--- config.mk ---
export PLATFORM = sky130hd
export DESIGN_NAME = manhattan_ring_neighbor_generator_core_flat
export DESIGN_NICKNAME = d
export VERILOG_FILES = /design/src/hdl/mrng_pkg.sv /design/src/hdl/mrng_stream_if.sv /design/src/hdl/manhattan_ring_neighbor_generator_core.sv /design/src/flat_wrapper.sv
export SDC_FILE = /design/constraint.sdc
export NUM_CORES = 1
export LEC_CHECK = 0
export ABC_AREA = 0
export BUFFER_PORTS_ARGS = -buffer_cell sky130_fd_sc_hd__buf_2
export CAP_MARGIN = 20
export CORE_AREA = 2 2 110 112
export CTS_CLUSTER_DIAMETER = 80
export CTS_CLUSTER_SIZE = 10
export DETAILED_ROUTE_END_ITERATION = 7
export DIE_AREA = 0 0 112 114
export PLACE_DENSITY = 0.72
export SLEW_MARGIN = 15
export SYNTH_ARGS = -nofsm -noshare
export SYNTH_HDL_FRONTEND = slang
export SYNTH_SLANG_ARGS = --single-unit
--- constraint.sdc ---
create_clock -name clk_i -period 4.9 [get_ports clk_i]
set_input_delay 0.245 -clock clk_i [delete_from_list [all_inputs] [get_ports clk_i]]
set_output_delay 0.245 -clock clk_i [all_outputs]
set_load 0.005 [all_outputs]
--- src/hdl/mrng_pkg.sv ---
// Package for the Manhattan ring neighbor generator.
// Holds the word types, the register index codes and the fixed sizes.
// It has no dependencies.
`timescale 1ns / 1ps

package mrng_pkg;

  // Fixed field widths and the largest radius that is served.
  localparam int COORD_BITS = 10;
  localparam int RING_BITS  = 3;
  localparam int MAX_RADIUS = 5;

  // Opcodes of an input word.
  typedef enum logic {
    OP_SINGLE_RING = 1'b0,
    OP_ALL_RINGS   = 1'b1
  } opcode_e;

  // Configuration register indexes.
  typedef enum logic [0:0] {
    CFG_GRID_MAX_X = 1'b0,
    CFG_GRID_MAX_Y = 1'b1
  } cfg_idx_e;

  // Input word: one center cell request.
  typedef struct packed {
    logic                  opcode;
    logic [COORD_BITS-1:0] center_x;
    logic [COORD_BITS-1:0] center_y;
    logic [RING_BITS-1:0]  radius;
  } in_word_t;

  // Output word: one neighbor cell or a marker.
  typedef struct packed {
    logic [COORD_BITS-1:0] neighbor_x;
    logic [COORD_BITS-1:0] neighbor_y;
    logic [RING_BITS-1:0]  ring;
    logic                  valid_res;
    logic                  error;
    logic                  last;
  } out_word_t;

endpackage

--- src/hdl/mrng_stream_if.sv ---
// Valid/ready stream channel for the ring neighbor generator.
// The payload type is a parameter; it is one of the words of mrng_pkg.
`timescale 1ns / 1ps

interface mrng_stream_if #(
  parameter type payload_t = logic
);

  logic     valid;
  logic     ready;
  payload_t payload;

  // The producer drives valid and payload, the consumer drives ready.
  modport source (output valid, output payload, input ready);
  modport sink   (input valid, input payload, output ready);

endinterface

--- src/hdl/manhattan_ring_neighbor_generator_core.sv ---
// Top level of the Manhattan ring neighbor generator.
// Uses mrng_pkg for the word types and mrng_stream_if for both channels.
// The block takes one request word (center, radius, opcode) and walks every candidate offset of
// the requested rings through one shared add-and-compare unit, one candidate per cycle, in the
// fixed order (d,0), (-d,0), (0,d), (0,-d), then for x = d-1 down to 1 with y = d-x:
// (x,y), (x,-y), (-x,y), (-x,-y). Ring d has 4*d candidates, so a request for rings 1..r
// scans 2*r*(r+1) candidates, fewer for a single ring, and then flushes the final word. A request
// with radius 0 or above 5 goes straight to the flush state and gives a single marker word. One
// found cell is held back in a pending register so that the final one can carry last; a stall on
// the output holds the scan. The block accepts no new request until the final word of the current
// one has entered the output register. Grid limits are written through the configuration port;
// the user must write them only while the block is idle, and the block itself does not enforce it.
`timescale 1ns / 1ps

module manhattan_ring_neighbor_generator_core (
  input  logic                      clk_i,
  input  logic                      rst_ni,
  input  logic                      cfg_we_i,
  input  logic [0:0]                cfg_idx_i,
  input  logic [mrng_pkg::COORD_BITS-1:0] cfg_data_i,
  mrng_stream_if.sink               in_i,
  mrng_stream_if.source             out_o
);

  import mrng_pkg::*;

  localparam int SumBits = COORD_BITS + 2;

  typedef enum logic [1:0] {
    ST_IDLE,
    ST_SCAN,
    ST_FLUSH
  } state_e;

  // Registers.
  state_e                state_q, state_d;
  logic [COORD_BITS-1:0] grid_max_x_q, grid_max_x_d;
  logic [COORD_BITS-1:0] grid_max_y_q, grid_max_y_d;
  logic [COORD_BITS-1:0] cx_q, cx_d;
  logic [COORD_BITS-1:0] cy_q, cy_d;
  logic [RING_BITS-1:0]  ring_q, ring_d;     // current ring d
  logic [RING_BITS-1:0]  ring_end_q, ring_end_d;
  logic [RING_BITS-1:0]  xo_q, xo_d;         // x magnitude; equals d on the axis step
  logic [1:0]            quad_q, quad_d;
  logic                  err_q, err_d;
  logic                  pend_v_q, pend_v_d;
  out_word_t             pend_q, pend_d;
  logic                  out_v_q, out_v_d;
  out_word_t             out_q, out_d;

  // Candidate offset and shared adder / range check.
  logic [RING_BITS-1:0] mag_x, mag_y;
  logic                 neg_x, neg_y;
  logic [SumBits-1:0]   sum_x, sum_y, ext_x, ext_y;
  logic                 cand_ok;
  out_word_t            cand;
  logic                 out_free;
  logic                 in_fire;

  // Offset of the current candidate from the sequencer position.
  always_comb begin
    if (xo_q == ring_q) begin
      mag_x = (quad_q[1] == 1'b0) ? ring_q : '0;
      neg_x = (quad_q == 2'd1);
      mag_y = (quad_q[1] == 1'b1) ? ring_q : '0;
      neg_y = (quad_q == 2'd3);
    end else begin
      mag_x = xo_q;
      neg_x = quad_q[1];
      mag_y = ring_q - xo_q;
      neg_y = quad_q[0];
    end
  end

  // One add and one limit compare per axis.
  always_comb begin
    ext_x = {{(SumBits-RING_BITS){1'b0}}, mag_x};
    ext_y = {{(SumBits-RING_BITS){1'b0}}, mag_y};
    sum_x = neg_x ? ({2'b00, cx_q} - ext_x) : ({2'b00, cx_q} + ext_x);
    sum_y = neg_y ? ({2'b00, cy_q} - ext_y) : ({2'b00, cy_q} + ext_y);
    cand_ok = !sum_x[SumBits-1] && !sum_y[SumBits-1]
              && (sum_x[SumBits-2:0] <= {1'b0, grid_max_x_q})
              && (sum_y[SumBits-2:0] <= {1'b0, grid_max_y_q});
    cand.neighbor_x = sum_x[COORD_BITS-1:0];
    cand.neighbor_y = sum_y[COORD_BITS-1:0];
    cand.ring       = ring_q;
    cand.valid_res  = 1'b1;
    cand.error      = 1'b0;
    cand.last       = 1'b0;
  end

  assign out_free    = !out_v_q || out_o.ready;
  assign in_i.ready  = (state_q == ST_IDLE);
  assign in_fire     = in_i.valid && in_i.ready;
  assign out_o.valid = out_v_q;
  assign out_o.payload = out_q;

  // Sequencer, pending word and output register next values.
  always_comb begin
    state_d      = state_q;
    grid_max_x_d = grid_max_x_q;
    grid_max_y_d = grid_max_y_q;
    cx_d         = cx_q;
    cy_d         = cy_q;
    ring_d       = ring_q;
    ring_end_d   = ring_end_q;
    xo_d         = xo_q;
    quad_d       = quad_q;
    err_d        = err_q;
    pend_v_d     = pend_v_q;
    pend_d       = pend_q;
    out_v_d      = out_o.ready ? 1'b0 : out_v_q;
    out_d        = out_q;

    // Configuration writes.
    if (cfg_we_i) begin
      unique case (cfg_idx_e'(cfg_idx_i))
        CFG_GRID_MAX_X: grid_max_x_d = cfg_data_i;
        CFG_GRID_MAX_Y: grid_max_y_d = cfg_data_i;
        default: ;
      endcase
    end

    unique case (state_q)
      ST_IDLE: begin
        if (in_fire) begin
          cx_d       = in_i.payload.center_x;
          cy_d       = in_i.payload.center_y;
          ring_end_d = in_i.payload.radius;
          pend_v_d   = 1'b0;
          err_d      = (in_i.payload.radius > RING_BITS'(MAX_RADIUS));
          quad_d     = '0;
          if (opcode_e'(in_i.payload.opcode) == OP_ALL_RINGS) begin
            ring_d = RING_BITS'(1);
            xo_d   = RING_BITS'(1);
          end else begin
            ring_d = in_i.payload.radius;
            xo_d   = in_i.payload.radius;
          end
          if (in_i.payload.radius == '0 || in_i.payload.radius > RING_BITS'(MAX_RADIUS)) begin
            state_d = ST_FLUSH;
          end else begin
            state_d = ST_SCAN;
          end
        end
      end

      ST_SCAN: begin
        // A hit with a full pending word needs room in the output register.
        if (!(cand_ok && pend_v_q && !out_free)) begin
          if (cand_ok) begin
            if (pend_v_q) begin
              out_v_d = 1'b1;
              out_d   = pend_q;
            end
            pend_v_d = 1'b1;
            pend_d   = cand;
          end
          // Step to the next candidate.
          if (quad_q != 2'd3) begin
            quad_d = quad_q + 2'd1;
          end else begin
            quad_d = '0;
            if (xo_q == RING_BITS'(1)) begin
              if (ring_q == ring_end_q) begin
                state_d = ST_FLUSH;
              end else begin
                ring_d = ring_q + RING_BITS'(1);
                xo_d   = ring_q + RING_BITS'(1);
              end
            end else begin
              xo_d = xo_q - RING_BITS'(1);
            end
          end
        end
      end

      ST_FLUSH: begin
        // Final word: the held cell, or a marker when nothing was found.
        if (out_free) begin
          out_v_d = 1'b1;
          if (pend_v_q) begin
            out_d      = pend_q;
            out_d.last = 1'b1;
          end else begin
            out_d       = '0;
            out_d.error = err_q;
            out_d.last  = 1'b1;
          end
          pend_v_d = 1'b0;
          state_d  = ST_IDLE;
        end
      end

      default: state_d = ST_IDLE;
    endcase
  end

  // State and registered outputs.
  always_ff @(posedge clk_i or negedge rst_ni) begin
    if (!rst_ni) begin
      state_q      <= ST_IDLE;
      grid_max_x_q <= '1;
      grid_max_y_q <= '1;
      cx_q         <= '0;
      cy_q         <= '0;
      ring_q       <= '0;
      ring_end_q   <= '0;
      xo_q         <= '0;
      quad_q       <= '0;
      err_q        <= 1'b0;
      pend_v_q     <= 1'b0;
      pend_q       <= '0;
      out_v_q      <= 1'b0;
      out_q        <= '0;
    end else begin
      state_q      <= state_d;
      grid_max_x_q <= grid_max_x_d;
      grid_max_y_q <= grid_max_y_d;
      cx_q         <= cx_d;
      cy_q         <= cy_d;
      ring_q       <= ring_d;
      ring_end_q   <= ring_end_d;
      xo_q         <= xo_d;
      quad_q       <= quad_d;
      err_q        <= err_d;
      pend_v_q     <= pend_v_d;
      pend_q       <= pend_d;
      out_v_q      <= out_v_d;
      out_q        <= out_d;
    end
  end

endmodule

--- src/flat_wrapper.sv ---
// flat-port wrapper written by rule: the top's interface ports become plain ports
module manhattan_ring_neighbor_generator_core_flat import mrng_pkg::*;
  (clk_i, rst_ni, cfg_we_i, cfg_idx_i, cfg_data_i, in_i_valid, in_i_payload, in_i_ready, out_o_valid, out_o_payload, out_o_ready);
  mrng_stream_if #(.payload_t(in_word_t)) in_i_i ();
  mrng_stream_if #(.payload_t(out_word_t)) out_o_i ();
  input  logic clk_i;
  input  logic rst_ni;
  input  logic cfg_we_i;
  input  logic [0:0] cfg_idx_i;
  input  logic [mrng_pkg::COORD_BITS-1:0] cfg_data_i;
  input wire logic [$bits(in_i_i.valid)-1:0] in_i_valid;
  input wire logic [$bits(in_i_i.payload)-1:0] in_i_payload;
  output wire logic [$bits(in_i_i.ready)-1:0] in_i_ready;
  output wire logic [$bits(out_o_i.valid)-1:0] out_o_valid;
  output wire logic [$bits(out_o_i.payload)-1:0] out_o_payload;
  input wire logic [$bits(out_o_i.ready)-1:0] out_o_ready;
  assign in_i_i.valid = in_i_valid;
  assign in_i_i.payload = in_i_payload;
  assign in_i_ready = in_i_i.ready;
  assign out_o_valid = out_o_i.valid;
  assign out_o_payload = out_o_i.payload;
  assign out_o_i.ready = out_o_ready;
  manhattan_ring_neighbor_generator_core u_core (.clk_i(clk_i), .rst_ni(rst_ni), .cfg_we_i(cfg_we_i), .cfg_idx_i(cfg_idx_i), .cfg_data_i(cfg_data_i), .in_i(in_i_i), .out_o(out_o_i));
endmodule
==> flow_summary.ini, run 1 <==
[outcome]
status = complete, but fails checks
violations = setup timing

[placed_design]
dp_hpwl_microns = 10700
place.gp.congestion = 0.903
post-place-ws_ps = -560
dp_cells = 820
port_buffers = 67

[worst_setup_path]
r2r_slack_ps = -390
worst-setup-path-type = reg -> reg
path_cells = inv_2 > ha_4 > buf_4 > and2_4 > nor3_2 > a211o_1 > and2_4 > inv_2 > ha_4 > or4_4 > or3_4 > or2_4 > o21ai_4 > xor2_2 > ha_1 > nand4_1 > nor2_2 > buf_4 > and4_1 > a221oi_2 > or4_4 > nor2_4 > clkbuf_16 > mux2_4
cp_data_required_time_ps = 5140
worst-path-buf-inv = 5
crit_family = simple AND/OR/NAND/NOR gates
cp_max_fo = 11
cpPeakStageDelay_ps = 620
worst_setup_path_start_kind = flip-flop
crit_path_end_kind = flip-flop
crit_slowest_cell = or4_4
cp.arrival_ps = 5540

[clock_tree]
root_buffer = clkbuf_16
cts_max_level = 3
clock-sinks = 106
cts_tree = built
numCtsBuffers = 9
clk_path_buf_depth = 2
path_clk_slew_ps = 70
clk_latency_ps = 360

[logic_synthesis]
ys_top_cells_by_count = 86 x dfrtp_1, 57 x mux2_2, 43 x ha_1, 42 x inv_1, 38 x nand2_1
yosys-top-cells-area = dfrtp_1 36%, mux2_2 11%, ha_1 8.9%
netlist_area_sq_um = 6030
synth_edf_count = 0
synth_nets = 654
async_flop_share_pct = 100
ys_seq_area_share_pct = 44.4
ys_seq_elements = 106
synth_cells = 566
synth_cell_types = 62
yosysMostFrequentCell = dfrtp_1
synth-main-ff-cell = dfrtp_1
syn_area_per_cell_sq_um = 10.7
yosys.area.top_type = dfrtp_1
yosys.area.top_type_share_pct = 35.7
yosysWarnings = 0

[detailed_routing]
wire_per_inst_microns = 17.6
drt_iter0_drc = 283
wl_microns = 15100
antenna_left = 0
first_pass_iters = 4
route.vias.total = 4796
via_per_inst = 5.59
drc = 0

[cells_and_area]
area_delta_synth_final_pct = 30.3
n_antenna_cell = 0
utilization_pct = 67.1
layout-drive-gt1-share_pct = 41.6
fin_nets = 794
fin_cells = 858

[hold_path]
hold_class = in -> reg

[floorplanning]
die_h_microns = 114
fp.dieW_microns = 112
io_pins = 68
design.core.area_sq_um = 11700
start_util_pct = 51.5
rows = 40
design.die.area_sq_um = 12800

[grt]
grt_pass1_vias = 4800
grt_start_max_net_pins = 62
grt_overflow = 0
antenna_found_initial = 0
grt_pass1_wl_microns = 23300
track_usage_pct = 23.0

[timing]
rsz0062_at_grt = true
period_share_pct = 108
maxSlewHeadroom_pct = 32.3
setup_viol = 62
fmax_ghz = 0.189
slew_violations = 0
worst_pin_slew_ps = 1010
setup_ws_ps = -395
setup_tns_ps = -20830
hold_violations = 0
min_period_ps = 5290
clock_skew_ps = 7.67

[flow_run]
maxCapViolCount = 0
## registers in the layout, indices dropped and copies added (netlist names)
register	count
u_core.quad_q	2
u_core.ring_end_q	3
u_core.pend_q	24
u_core.ring_q	3
u_core.cx_q	10
u_core.xo_q	3
u_core.grid_max_y_q	10
u_core.err_q	1
u_core.pend_v_q	1
u_core.out_o.valid	1
u_core.out_o.payload	26
u_core.cy_q	10
u_core.state_q	2
u_core.grid_max_x_q	10
## final cells by class
| cell class | count | area [sq um] |
|---|---|---|
| fill | 896 | 3850 |
| sequential | 106 | 2680 |
| clock inverter | 7 | 75.1 |
| inverter | 42 | 158 |
| timing repair buffer | 150 | 1090 |
| tap | 147 | 184 |
| clock buffer | 9 | 225 |
| multi-input combinational | 397 | 3450 |
## cell families after synthesis
logic type	after synthesis	synth area share, %
flops	106	44.4
mux	61	11.3
buf+inv	63	4.46
simple gates	135	11.0
fa+ha+maj	48	10.6
compound gates	131	15.1
xor+xnor	22	3.19
## metrics by stage
stage          hold slack (ps)  instance area (sq um)
2_1_floorplan            -50.6                   6210
3_3_place_gp               355                   7100
3_5_place_dp               379                   7100
4_1_cts                    102                   7560
5_1_grt                    112                   7860
6_report                   113                   7860
## final timing paths
check / start / to / cells past startpoint
hold reg to reg: u_core.pend_q[2]$_DFFE_PN0P_ / u_core.pend_q[2]$_DFFE_PN0P_ / 1
setup / recovery: u_core.ring_q[0]$_DFFE_PN0P_ / u_core.pend_q[23]$_DFFE_PN0P_ / 24
min in group asynchronous: rst_ni / u_core.out_o.payload[3]$_DFFE_PN0P_ / 2
setup reg to reg: u_core.ring_q[0]$_DFFE_PN0P_ / u_core.pend_q[23]$_DFFE_PN0P_ / 24
max in group asynchronous: rst_ni / u_core.grid_max_x_q[4]$_DFFE_PN1P_ / 3
hold / removal: in_i_payload[9] / u_core.cy_q[6]$_DFFE_PN0P_ / 2
## worst register-to-register path: cells and delay by family, from the launching register on
family,cells,cell delay (ps)
AO/OA/AOI/OAI,3,340
XOR/XNOR,1,90
adder cells (fa/ha/maj),3,670
buffers and inverters,5,620
flip-flops,1,400
multiplexers,1,300
AND/OR/NAND/NOR,11,2760
## placed cells by master, fill, tap and decap left out, types with 9 or more instances in the layout
| cell | n |
|---|---|
| mux2_4 | 22 |
| a21oi_1 | 16 |
| clkbuf_16 | 13 |
| nand2_1 | 37 |
| o21ai_1 | 9 |
| inv_1 | 38 |
| xnor2_1 | 13 |
| ha_1 | 39 |
| dfstp_2 | 20 |
| mux2_2 | 35 |
| a22o_1 | 24 |
| nor2b_1 | 10 |
| buf_4 | 71 |
| o21ai_0 | 23 |
| dfrtp_1 | 86 |
| nor2_1 | 27 |
| buf_2 | 66 |
## timing repair
action	CTS	global route
endpoints found under the hold margin	13	0
setup buffers	10	6
gates resized for setup	23	31
pin swaps	19	52
cloned	0	5
endpoints found under the setup margin	62	62
hold buffers	1	0
## metal layers
layer / global-route usage (%) / share of wire, %
met1: 30.8 / 44
met2: 37.7 / 49
met3: 3.03 / 3.8
met4: 10.7 / 2.6
met5: 0 / 0
Power of run 1 is not shown: default switching activity piles up to over one toggle a cycle in this logic, so the estimate is an artifact.
==> run 2: changes to the inputs <==
PLACE_DENSITY = 0.82   (was 0.72)
==> run 2 against run 1 <==
  * The flow still finishes with violations (setup timing)
  * Die area did not move
  * Fmax fell by 1.7%
  * Sequential cell count did not move
  * Largest cell class unchanged
  * Highest routed layer unchanged
==> flow_summary.ini, run 2 (synthesis gave the netlist of run 1 again) <==
[outcome]
status = complete, but fails checks
violations = setup timing

[detailed_routing]
route.vias.total = 4889
first_pass_iters = 5
drc = 0
top_layer_used = met4
via_per_inst = 5.69
wl_met3_microns = 546
dr_wl_met2_microns = 7680
drt-met1-wl_microns = 6630
wl_microns = 15200
wire_per_inst_microns = 17.6
antenna_left = 0
drt_iter0_drc = 356

[clock_tree]
cts_tree = built
path_clk_slew_ps = 80
root_buffer = clkbuf_16
clk_latency_ps = 350
clk_path_buf_depth = 2
clock-sinks = 106
numCtsBuffers = 9
cts_max_level = 3

[worst_setup_path]
cpPeakStageDelay_ps = 580
crit_family = simple AND/OR/NAND/NOR gates
cp.arrival_ps = 5620
cp_data_required_time_ps = 5140
worst-path-buf-inv = 4
worst-setup-path-type = reg -> reg
crit_slowest_cell = or4_4
worst_setup_path_start_kind = flip-flop
crit_path_end_kind = flip-flop
cp_max_fo = 6

[hold_path]
hold_class = in -> reg

[timing]
min_period_ps = 5390
rsz0062_at_grt = true
setup_viol = 62
hold_violations = 0
worst_pin_slew_ps = 976
setup_tns_ps = -25600
slew_violations = 0
period_share_pct = 110
setup_ws_ps = -485
maxSlewHeadroom_pct = 34.8
clock_skew_ps = 9.82
fmax_ghz = 0.186

[cells_and_area]
final_common_cell = dfrtp_1
final_area_sq_um = 7880
fin_cells = 859
fin_nets = 795
final_cell_mix = 86 x dfrtp_1, 70 x buf_4, 66 x buf_2
layout-drive-gt1-share_pct = 40.9
largest_register_ff_count = 26
area_delta_synth_final_pct = 30.7
fillers = 875
n_antenna_cell = 0

[floorplanning]
io_pins = 68
fp.dieW_microns = 112
design.die.area_sq_um = 12800
start_util_pct = 51.5
die_h_microns = 114
rows = 40
design.core.area_sq_um = 11700

[grt]
grt_pass1_vias = 4844
grt_pass1_wl_microns = 23800
grt_overflow = 0
track_usage_pct = 23.3
antenna_found_initial = 0
grt_start_max_net_pins = 65

[placed_design]
port_buffers = 67
dp_hpwl_microns = 10800
place.gp.congestion = 0.929
dp_cells = 819
placed_cell_area_sq_um = 7100

[flow_run]
maxCapViolCount = 0
[run 2: changes by cell type in the layout (fill, tap and decap cells not counted), sizes merged]
cell      change
buf           +2
bufinv        +2
clkbuf        -1
clkinvlp      -2
[run 2: path summary, 6_finish.rpt]
check / startpoint / to / slack, ps / depth (start not counted)
min reg2reg: u_core.out_o.payload[12]$_DFFE_PN0P_ / u_core.out_o.payload[12]$_DFFE_PN0P_ / 500 / 1
max in group asynchronous: rst_ni / u_core.cx_q[9]$_DFFE_PN0P_ / 3290 / 3
max reg2reg: u_core.ring_q[1]$_DFFE_PN0P_ / u_core.out_o.payload[3]$_DFFE_PN0P_ / -490 / 25
max: u_core.ring_q[1]$_DFFE_PN0P_ / u_core.out_o.payload[3]$_DFFE_PN0P_ / -490 / 25
min: cfg_data_i[9] / u_core.grid_max_x_q[9]$_DFFE_PN1P_ / 120 / 3
min in group asynchronous: rst_ni / u_core.cy_q[5]$_DFFE_PN0P_ / 440 / 2
[run 2: final cells by class]
class	instances	area (sq um)	share of cell area (%)
Sequential cell	106	2680	34.0
Multi-Input combinational cell	397	3400	43.1
Clock buffer	9	225	2.86
Timing Repair Buffer	151	1120	14.2
Inverter	42	158	2.00
Clock inverter	7	123	1.56
Tap cell	147	184	2.33
[run 2: stage by stage]
| stage | utilization, % | hold slack (ps) | worst slack [ps] |
|---|---|---|---|
| 2_1_floorplan | - | -50.6 | -242 |
| 3_3_place_gp | 60.7 | 271 | -593 |
| 3_5_place_dp | 60.7 | 285 | -729 |
| 4_1_cts | 65.6 | 112 | -469 |
| 5_1_grt | 67.3 | 122 | -692 |
| 6_report | 67.3 | 115 | -485 |
[run 2: worst min-delay path, cell delays in order]
cell     delay [ps]
buf_2           100
nand2_1          50
o21ai_0          70
[run 2: routing by layer]
| metal | vias up | track usage [%] |
|---|---|---|
| met3 | 25 | 3.03 |
| met1 | 2422 | 30.5 |
| met2 | 133 | 40.5 |
| met4 | 0 | 7.89 |
| met5 | - | 0 |
| li1 | 2309 | - |
[run 2: timing repair]
action | CTS | global route
pin swaps | 15 | 7
cloned | 1 | 4
hold endpoints to repair | 42 | 0
gates resized for setup | 32 | 13
endpoints found under the setup margin | 62 | 62
hold buffers | 1 | 0
setup buffers | 11 | 7
Power of run 2 is left out for the same reason.
==> run 3: changes to the inputs <==
SETUP_SLACK_MARGIN = 0.15   (was default)
==> run 3 against run 2 <==
  * Non-clock buffer count fell by 15
  * First-iteration DRC count shrank 16%
  * Register-to-register slack improved by 20 ps
  * The run still ends with setup timing left
  * Cell count fell by 1.7%
  * Die area unchanged
  * Highest routed layer unchanged
  * Clock skew up 1.1 ps
  * Critical path type unchanged
  * Sequential cell count unchanged
  * Hold slack got worse by 1.8 ps
  * Sequential share of layout area is 1.0 points higher
  * Routed wire length shrank 2.2%
  * Core utilization shrank 2.0 points
==> flow_summary.ini, run 3 (synthesis gave the netlist of run 1 again) <==
[outcome]
status = complete, but fails checks
violations = setup timing

[worst_setup_path]
cp_max_fo = 12
worst_setup_path_start_kind = flip-flop
cp.arrival_ps = 5610
worst-setup-path-type = reg -> reg
rr_worst_depth = 24
timing.rr.end = u_core.out_o.payload[3]$_DFFE_PN0P_
r2r_slack_ps = -460
cp_data_required_time_ps = 5140
r2r_start = u_core.ring_q[1]$_DFFE_PN0P_
crit_path_end_kind = flip-flop

[placed_design]
dp_hpwl_microns = 11000
port_buffers = 67
place.gp.congestion = 0.868

[cells_and_area]
largest_register_ff_count = 26
final_common_cell = dfrtp_1
final_cell_mix = 86 x dfrtp_1, 66 x buf_2, 60 x buf_4
fin_nets = 780
n_antenna_cell = 0
layout-drive-gt1-share_pct = 39.2
area_delta_synth_final_pct = 26.8

[clock_tree]
clk_latency_ps = 360
cts_tree = built
cts_max_level = 3
root_buffer = clkbuf_16
path_clk_slew_ps = 70
clock-sinks = 106
clk_path_buf_depth = 2
numCtsBuffers = 9

[flow_run]
maxCapViolCount = 0

[timing]
period_share_pct = 109
min_period_ps = 5360
fmax_ghz = 0.186
maxSlewHeadroom_pct = 45.7
setup_tns_ps = -23630
setup_viol = 62
clock_skew_ps = 11.0
rsz0062_at_grt = true
slew_violations = 0
setup_ws_ps = -464
worst_pin_slew_ps = 814
hold_violations = 0

[grt]
track_usage_pct = 23.6
antenna_found_initial = 0
grt_start_max_net_pins = 65
grt_pass1_wl_microns = 23700
grt_pass1_vias = 4806
grt_overflow = 0

[detailed_routing]
via_per_inst = 5.66
antenna_left = 0
route.vias.total = 4781
wl_microns = 14800
drc = 0
drt_iter0_drc = 300
first_pass_iters = 4
wire_per_inst_microns = 17.6

[floorplanning]
fp.dieW_microns = 112
start_util_pct = 51.5
design.die.area_sq_um = 12800
design.core.area_sq_um = 11700
rows = 40
io_pins = 68
die_h_microns = 114

[hold_path]
worstHoldStart = in_i_payload[17]
hold-path-cell-count = 2
min_to = u_core.cx_q[4]$_DFFE_PN0P_
hold_class = in -> reg
==> run 3: changes by cell type in the layout (fill, tap and decap cells not counted), sizes merged <==
cell | before | now
clkinvlp | 0 | 1
inv | 45 | 42
buf | 147 | 133
clkbuf | 12 | 13
clkinv | 1 | 3
bufinv | 3 | 1
==> run 3: area by class of cell <==
class | instances | area, sq um
Fill cell | 920 | 4060
Multi-Input combinational cell | 397 | 3370
Sequential cell | 106 | 2680
Timing Repair Buffer | 136 | 955
Clock buffer | 11 | 253
Tap cell | 147 | 184
Inverter | 42 | 158
Clock inverter | 5 | 52.6
==> run 3: through the flow <==
| stage | utilization (%) | std cells | worst slack, ps | cell area (sq um) | hold slack, ps |
|---|---|---|---|---|---|
| after global routing | 65.3 | 844 | -685 | 7650 | 109 |
| after floorplan | - | 566 | -242 | 6210 | -50.6 |
| final | 65.3 | 844 | -464 | 7650 | 113 |
| after global placement | 60.8 | 820 | -631 | 7120 | 274 |
| after detailed placement | 60.8 | 820 | -737 | 7120 | 280 |
| after CTS | 64.1 | 840 | -456 | 7500 | 111 |
==> run 3: timing repair <==
action,4_1_cts,5_1_grt
hold buffers,1,0
pin swaps,2,4
buffers inserted,3,2
resized for setup,10,19
setup endpoints to repair,62,62
cloned,0,2
endpoints found under the hold margin,42,0
==> run 3: worst max-delay path by stage <==
stage	from	end	slack, ps	cells past startpoint
global route	u_core.ring_q[0]$_DFFE_PN0P_	u_core.out_o.payload[14]$_DFFE_PN0P_	-690	25
finish	u_core.ring_q[1]$_DFFE_PN0P_	u_core.out_o.payload[3]$_DFFE_PN0P_	-460	24
detailed placement	u_core.ring_q[0]$_DFFE_PN0P_	u_core.ring_q[1]$_DFFE_PN0P_	-740	23
CTS	u_core.ring_q[0]$_DFFE_PN0P_	u_core.out_o.payload[23]$_DFFE_PN0P_	-460	26
global placement	u_core.ring_q[0]$_DFFE_PN0P_	u_core.ring_q[1]$_DFFE_PN0P_	-630	22
floorplan	u_core.ring_q[0]$_DFFE_PN0P_	u_core.ring_q[1]$_DFFE_PN0P_	-240	23
==> run 3: routing by layer <==
| layer | wire (microns) | global-route usage (%) | up-vias |
|---|---|---|---|
| met5 | 0 | 0 | - |
| met4 | 408 | 11.2 | 0 |
| met2 | 7240 | 38.2 | 133 |
| li1 | - | - | 2281 |
| met3 | 609 | 4.30 | 30 |
| met1 | 6560 | 31.0 | 2337 |
==> run 3: critical path: stages (launching register included) <==
cell	delay, ps
dfrtp_1	430
ha_4	280
nand2_2	70
nor2_4	110
nand3_1	110
o21ai_2	90
ha_2	190
inv_1	50
fa_1	370
nor2b_1	150
or4_1	440
a21oi_2	160
a22oi_1	110
xnor2_1	250
ha_1	300
a21o_1	200
a21oi_2	140
nand2_1	60
o311a_1	320
or4_4	570
buf_12	170
nor2_4	140
o211ai_4	120
clkbuf_16	200
a22o_1	230
Power of run 3 is left out for the same reason.
